### src/rtl/core/lmf_pkg.sv
// Shared types, constants and helper functions for the logistic MF SGD core.
package lmf_pkg;

  typedef enum logic [1:0] {
    OP_TRAIN = 2'd0,
    OP_WRITE = 2'd1,
    OP_READ  = 2'd2,
    OP_NONE  = 2'd3
  } op_e;

  typedef enum logic [1:0] {
    TS_USER_FAC = 2'd0,
    TS_ITEM_FAC = 2'd1,
    TS_USER_BIAS = 2'd2,
    TS_ITEM_BIAS = 2'd3
  } tsel_e;

  localparam int MulAW = 32;
  localparam int MulBW = 34;
  localparam int MulPW = MulAW + MulBW;

  typedef struct packed {
    logic                    en;
    logic signed [MulAW-1:0] a;
    logic signed [MulBW-1:0] b;
  } mul_req_t;

  localparam logic [16:0] OneQ16 = 17'd65536;
  localparam int ClampQ16 = 8 * 65536;

  function automatic logic [16:0] sig_tab(input logic [4:0] j);
    logic [16:0] y;
    case (j)
      5'd0:  y = 17'd32768;
      5'd1:  y = 17'd40793;
      5'd2:  y = 17'd47911;
      5'd3:  y = 17'd53581;
      5'd4:  y = 17'd57724;
      5'd5:  y = 17'd60565;
      5'd6:  y = 17'd62428;
      5'd7:  y = 17'd63615;
      5'd8:  y = 17'd64357;
      5'd9:  y = 17'd64816;
      5'd10: y = 17'd65097;
      5'd11: y = 17'd65269;
      5'd12: y = 17'd65374;
      5'd13: y = 17'd65438;
      5'd14: y = 17'd65476;
      5'd15: y = 17'd65500;
      default: y = 17'd65514;
    endcase
    return y;
  endfunction

  function automatic logic signed [31:0] sat32(input logic signed [MulPW-1:0] v);
    logic signed [31:0] r;
    if (v > MulPW'(64'sd2147483647)) r = 32'sh7fffffff;
    else if (v < -MulPW'(64'sd2147483648)) r = 32'sh80000000;
    else r = 32'(v);
    return r;
  endfunction

endpackage

### src/rtl/core/lmf_mul.sv
// Shared signed multiplier with registered product.
module lmf_mul (
  input  logic                            clk_i,
  input  lmf_pkg::mul_req_t               req_i,
  output logic signed [lmf_pkg::MulPW-1:0] prod_o
);
  import lmf_pkg::*;

  logic signed [MulPW-1:0] prod_q;

  always_ff @(posedge clk_i) begin
    if (req_i.en) begin
      prod_q <= MulPW'(req_i.a) * MulPW'(req_i.b);
    end
  end

  assign prod_o = prod_q;

endmodule
### config.mk
export PLATFORM = sky130hd
export DESIGN_NAME = lmf_mul
export DESIGN_NICKNAME = d
export VERILOG_FILES = /design/src/rtl/core/lmf_pkg.sv /design/src/rtl/core/lmf_mul.sv
export SDC_FILE = /design/constraint.sdc
export NUM_CORES = 2
export LEC_CHECK = 0
export BUFFER_PORTS_ARGS = -buffer_cell sky130_fd_sc_hd__buf_2
export CORE_ASPECT_RATIO = 1.2
export CORE_UTILIZATION = 31
export DETAILED_ROUTE_END_ITERATION = 7
export SYNTH_ARGS = -nofsm -noshare
export SYNTH_HDL_FRONTEND = slang
export SYNTH_SLANG_ARGS = --single-unit
export TNS_END_PERCENT = 20
### constraint.sdc
create_clock -name clk_i -period 14.3 [get_ports clk_i]
set_input_delay 1.43 -clock clk_i [delete_from_list [all_inputs] [get_ports clk_i]]
set_output_delay 1.43 -clock clk_i [all_outputs]
set_load 0.005 [all_outputs]
## After elaboration in Yosys (flattened, before gate mapping)

Cells that the tools add are included.

| cells by class | value |
|---|---|
| multiply operators | 1 |

Operators by type and width:

| cell | number |
|---|---|
| $mul A32 B34 Y66 | 1 |

| word-level totals | value |
|---|---|
| bits in registers | 66 |
| bits of input ports | 68 |
| output and inout bits | 66 |
| logic and storage cells | 2 |

## Longest topological paths before layout

| logic depth | value |
|---|---|
| depth in word-level cells | 1 |
| mapped depth | 29 |
| gate-level depth less buffers | 28 |

## Worst setup path before layout

Ideal clock, no wire load.

| timing | value |
|---|---|
| path type | input-to-reg |
| start point | in req_i[33] (netlist bit) |
| end point | reg prod_q[65], in the netlist prod_o[65] (data pin) |
| setup time | 260 ps |
| arrival | 8556 ps |
| required time | 14040 ps |
| setup slack | 5484 ps |
| stages on the path | 23 |
| path buffers | 2 |
| path through | clkbuf_1 > nand2_1 > inv_1 > fa_1 > inv_1 > fa_1 > fa_1 > inv_1 > fa_1 > inv_1 > fa_1 > fa_1 > fa_1 > fa_1 > inv_1 > ha_1 > clkbuf_1 > and3_1 > nand3_1 > or2_2 > o211a_1 > o31ai_2 > xnor2_1 |

| between the ends | value |
|---|---|
| word-level cells in the longest chain between the ends | 1 |

RTL lines:

| what | line | text |
|---|---|---|
| from (decl) | lmf_mul.sv:4 | `input lmf_pkg::mul_req_t req_i,` |
| $mul A32 B34 Y66 | lmf_mul.sv:13 | `prod_q <= MulPW'(req_i.a) * MulPW'(req_i.b);` |
| to (signal assigned) | lmf_mul.sv:13 |  |
| to (decl) | lmf_mul.sv:9 | `logic signed [MulPW-1:0] prod_q;` |

No other way between the ends.
A chain may end at the register's enable or synchronous reset.

## Final worst setup path

| timing | value |
|---|---|
| start point | in req_i[36] (netlist bit) |
| end point | reg prod_q[61], in the netlist prod_o[61] (data pin) |

The elaborated chain is that of the path after synthesis.

==> impl_metrics.toml <==
[layout]
final_cell_area_sq_um = 42700
most-common-layout-cells = "fa_1 (1142), inv_1 (1053), nand2_1 (565), and2_1 (534), ha_1 (188)"
regArea_sq_um = 1980
drive_above_1_share_pct = 4.58
layout_commonest_cell = "fa_1"
fin_nets = 5543
largest_reg_flops = 66
multi_input_area_sq_um = 33600
nFillCells = 13300
syn_to_final_growth_pct = 5.85

[detailed_routing]
drc = 0
wl_per_cell_um = 18.7
wl_met1_um = 37900
drt_pass1_iterations = 5
drtAntennaViolNets = 0
top_layer_used = "met5"
vias = 27700
first_iter_violations = 1330
dr_wl_met3_um = 3800
viasPerCell = 4.75
wl_met2_um = 61300
routed_wl_um = 109000

[cts]
cts.sinks = 66
cts_made_buffers = 9
post_cts_buffers = 0
cts_resized = 0
clockBufferDepth = 2
ctsHoldBuffers = 0
htree_levels = 3
cts_root_buf = "clkbuf_16"
clk_pin_slew_ns = 0.06
cts_tree = "built"

[sta]
period_needed_ns = 9.59
fin_tns_setup_ns = 0
period_share_pct = 67.0
tightest_slew_ns = 0.992
max_freq_ghz = 0.104
relSlewSlack_pct = 33.9
slew_viol_final = 0
setup_viol = 0
rsz0062_at_grt = "false"
hold_violations = 0

[worst_hold_path]
min_path_type = "primary input to flip-flop"
holdPathEnd = "prod_o[16]$_DFFE_PP_"
whs_path_depth = 2
min_from = "req_i[66]"

[setup_path]
cp.arrival_ns = 9.68
crit_path_cell_trace = "buf_2 > nand2_1 > inv_1 > fa_1 > fa_1 > fa_1 > inv_1 > fa_1 > inv_1 > fa_1 > inv_1 > fa_1 > fa_1 > fa_1 > inv_1 > ha_1 > a21oi_1 > nand3_1 > a2111oi_1 > a21o_1 > and3_4 > o21ai_0 > o41ai_1 > xnor2_1"
cp_common_cell = "fa_1"
crit_start = "req_i[36]"
start_kind = "primary input"
required_ns = 14.40
critPathCaptureType = "flip-flop"
worstSetupPathType = "primary input to flip-flop"
max_stage_delay_ns = 0.87
critical_path.slowest_cell = "fa_1"
cp_max_fo = 34

[yosys]
seq_area_frac_synth_pct = 4.91
ys.flop_type = "edfxtp_1"
syn_nets = 5610
avgSynthCellArea_sq_um = 9.58
synth_edf_count = 66
yosys_warnings = 0
synth.distinct_cells = 61
synthArstFlopShare_pct = 0
syn_area_sq_um = 40400
synth_seq_cells = 66
syn_inst = 4212

[global_routing]
grt_max_degree = 67
grt_pass1_vias = 30900
grt_pass1_wl_um = 174000
grt_overflow = 0
grt_usage_pct = 17.2
antenna_found_initial = 13

[floorplanning]
rows = 144
coreArea_sq_um = 129000
die_width_um = 331
initial_core_util_pct = 31.3
die_y_um = 397
die-area_sq_um = 132000
io_pins = 134

[status]
status = "finished clean"

[place]
io_buffers = 133
hpwl_um = 89900
placed_area_sq_um = 42400
place.gp.congestion = 0.851

[job]
drv_cap = 0
-- cell type report --
type | count | area share, %
inverters | 1053 | 9.25
flip-flops and latches | 66 | 4.64
multi-input cells | 2866 | 78.6
diodes | 7 | 0.0410
clock inverters | 6 | 0.208
clock buffers | 10 | 0.536
well taps | 1679 | 4.92
repair buffers | 149 | 1.84
-- cell usage after synthesis (2+ instances only) --
cell / count / area [sq um]
ha_1: 188 / 2350
o41ai_1: 3 / 26.3
edfxtp_1: 66 / 1980
and2_1: 534 / 3340
o2111ai_1: 2 / 17.5
inv_1: 1053 / 3950
o22ai_1: 3 / 18.8
o211ai_1: 8 / 60.1
o31ai_1: 2 / 15.0
buf_2: 8 / 40.0
a21oi_1: 73 / 365
a211oi_2: 2 / 25.0
and3_1: 6 / 37.5
nand4_1: 10 / 62.6
a41oi_1: 2 / 17.5
a21boi_2: 2 / 22.5
xnor2_1: 52 / 455
nand3b_1: 2 / 15.0
nand3_1: 21 / 105
nor2_1: 64 / 240
a221oi_1: 2 / 17.5
nand2_1: 565 / 2120
nor3_1: 10 / 50.1
nand2b_1: 14 / 87.6
a211oi_1: 6 / 45.0
or2_2: 3 / 18.8
xor2_1: 21 / 184
a21oi_2: 2 / 17.5
o31ai_2: 2 / 25.0
a2111oi_2: 2 / 30.0
a21boi_0: 3 / 22.5
o21ai_0: 35 / 175
clkbuf_1: 219 / 822
a31oi_1: 10 / 62.6
fa_1: 1142 / 22900
o211a_1: 3 / 30.0
o21bai_1: 10 / 75.1
nor2b_1: 8 / 50.1
a21o_1: 32 / 240
-- cells by family after synthesis --
logic type,count (synthesis),share of synthesized area [%]
AO/OA/AOI/OAI,219,3.73
AND/OR/NAND/NOR,1244,15.4
adder cells (fa/ha/maj),1330,62.5
buffers and inverters,1280,11.9
XOR/XNOR,73,1.58
flip-flops,66,4.91
-- per-layer routing --
metal,global-route usage (%),up-vias
li1,-,11900
met1,18.7,14900
met2,33.0,700
met3,1.44,249
met4,8.75,8
met5,0,-
-- worst max path at each step --
stage / endpoint / slack, ns / cells past startpoint
6_report: prod_o[61]$_DFFE_PP_ / 4.71 / 24
5_1_grt: prod_o[64]$_DFFE_PP_ / 4.21 / 25
4_1_cts: prod_o[61]$_DFFE_PP_ / 4.77 / 24
3_5_place_dp: prod_o[61]$_DFFE_PP_ / 4.38 / 24
3_3_place_gp: prod_o[64]$_DFFE_PP_ / 4.58 / 25
2_1_floorplan: prod_o[65]$_DFFE_PP_ / 5.48 / 23
-- critical path: cells and delay by family --
family / cells / cell delay (ns)
adder cells (fa/ha/maj): 9 / 4.76
AO/OA/AOI/OAI: 5 / 1.70
buffers and inverters: 6 / 1.05
AND/OR/NAND/NOR: 3 / 0.59
XOR/XNOR: 1 / 0.11
-- metrics by stage --
stage	hold WS [ns]	instances	util [%]	setup slack [ns]
floorplan	1.54	4212	-	5.48
global placement	1.82	5813	32.9	4.58
detailed placement	1.82	5813	32.9	4.38
CTS	1.82	5829	33.1	4.77
global route	1.85	5834	33.2	4.21
finish	1.79	5836	33.2	4.71
Power is left out: the tool's default activity adds up to more than one toggle a clock period on the data nets, which glitch-free logic cannot reach.
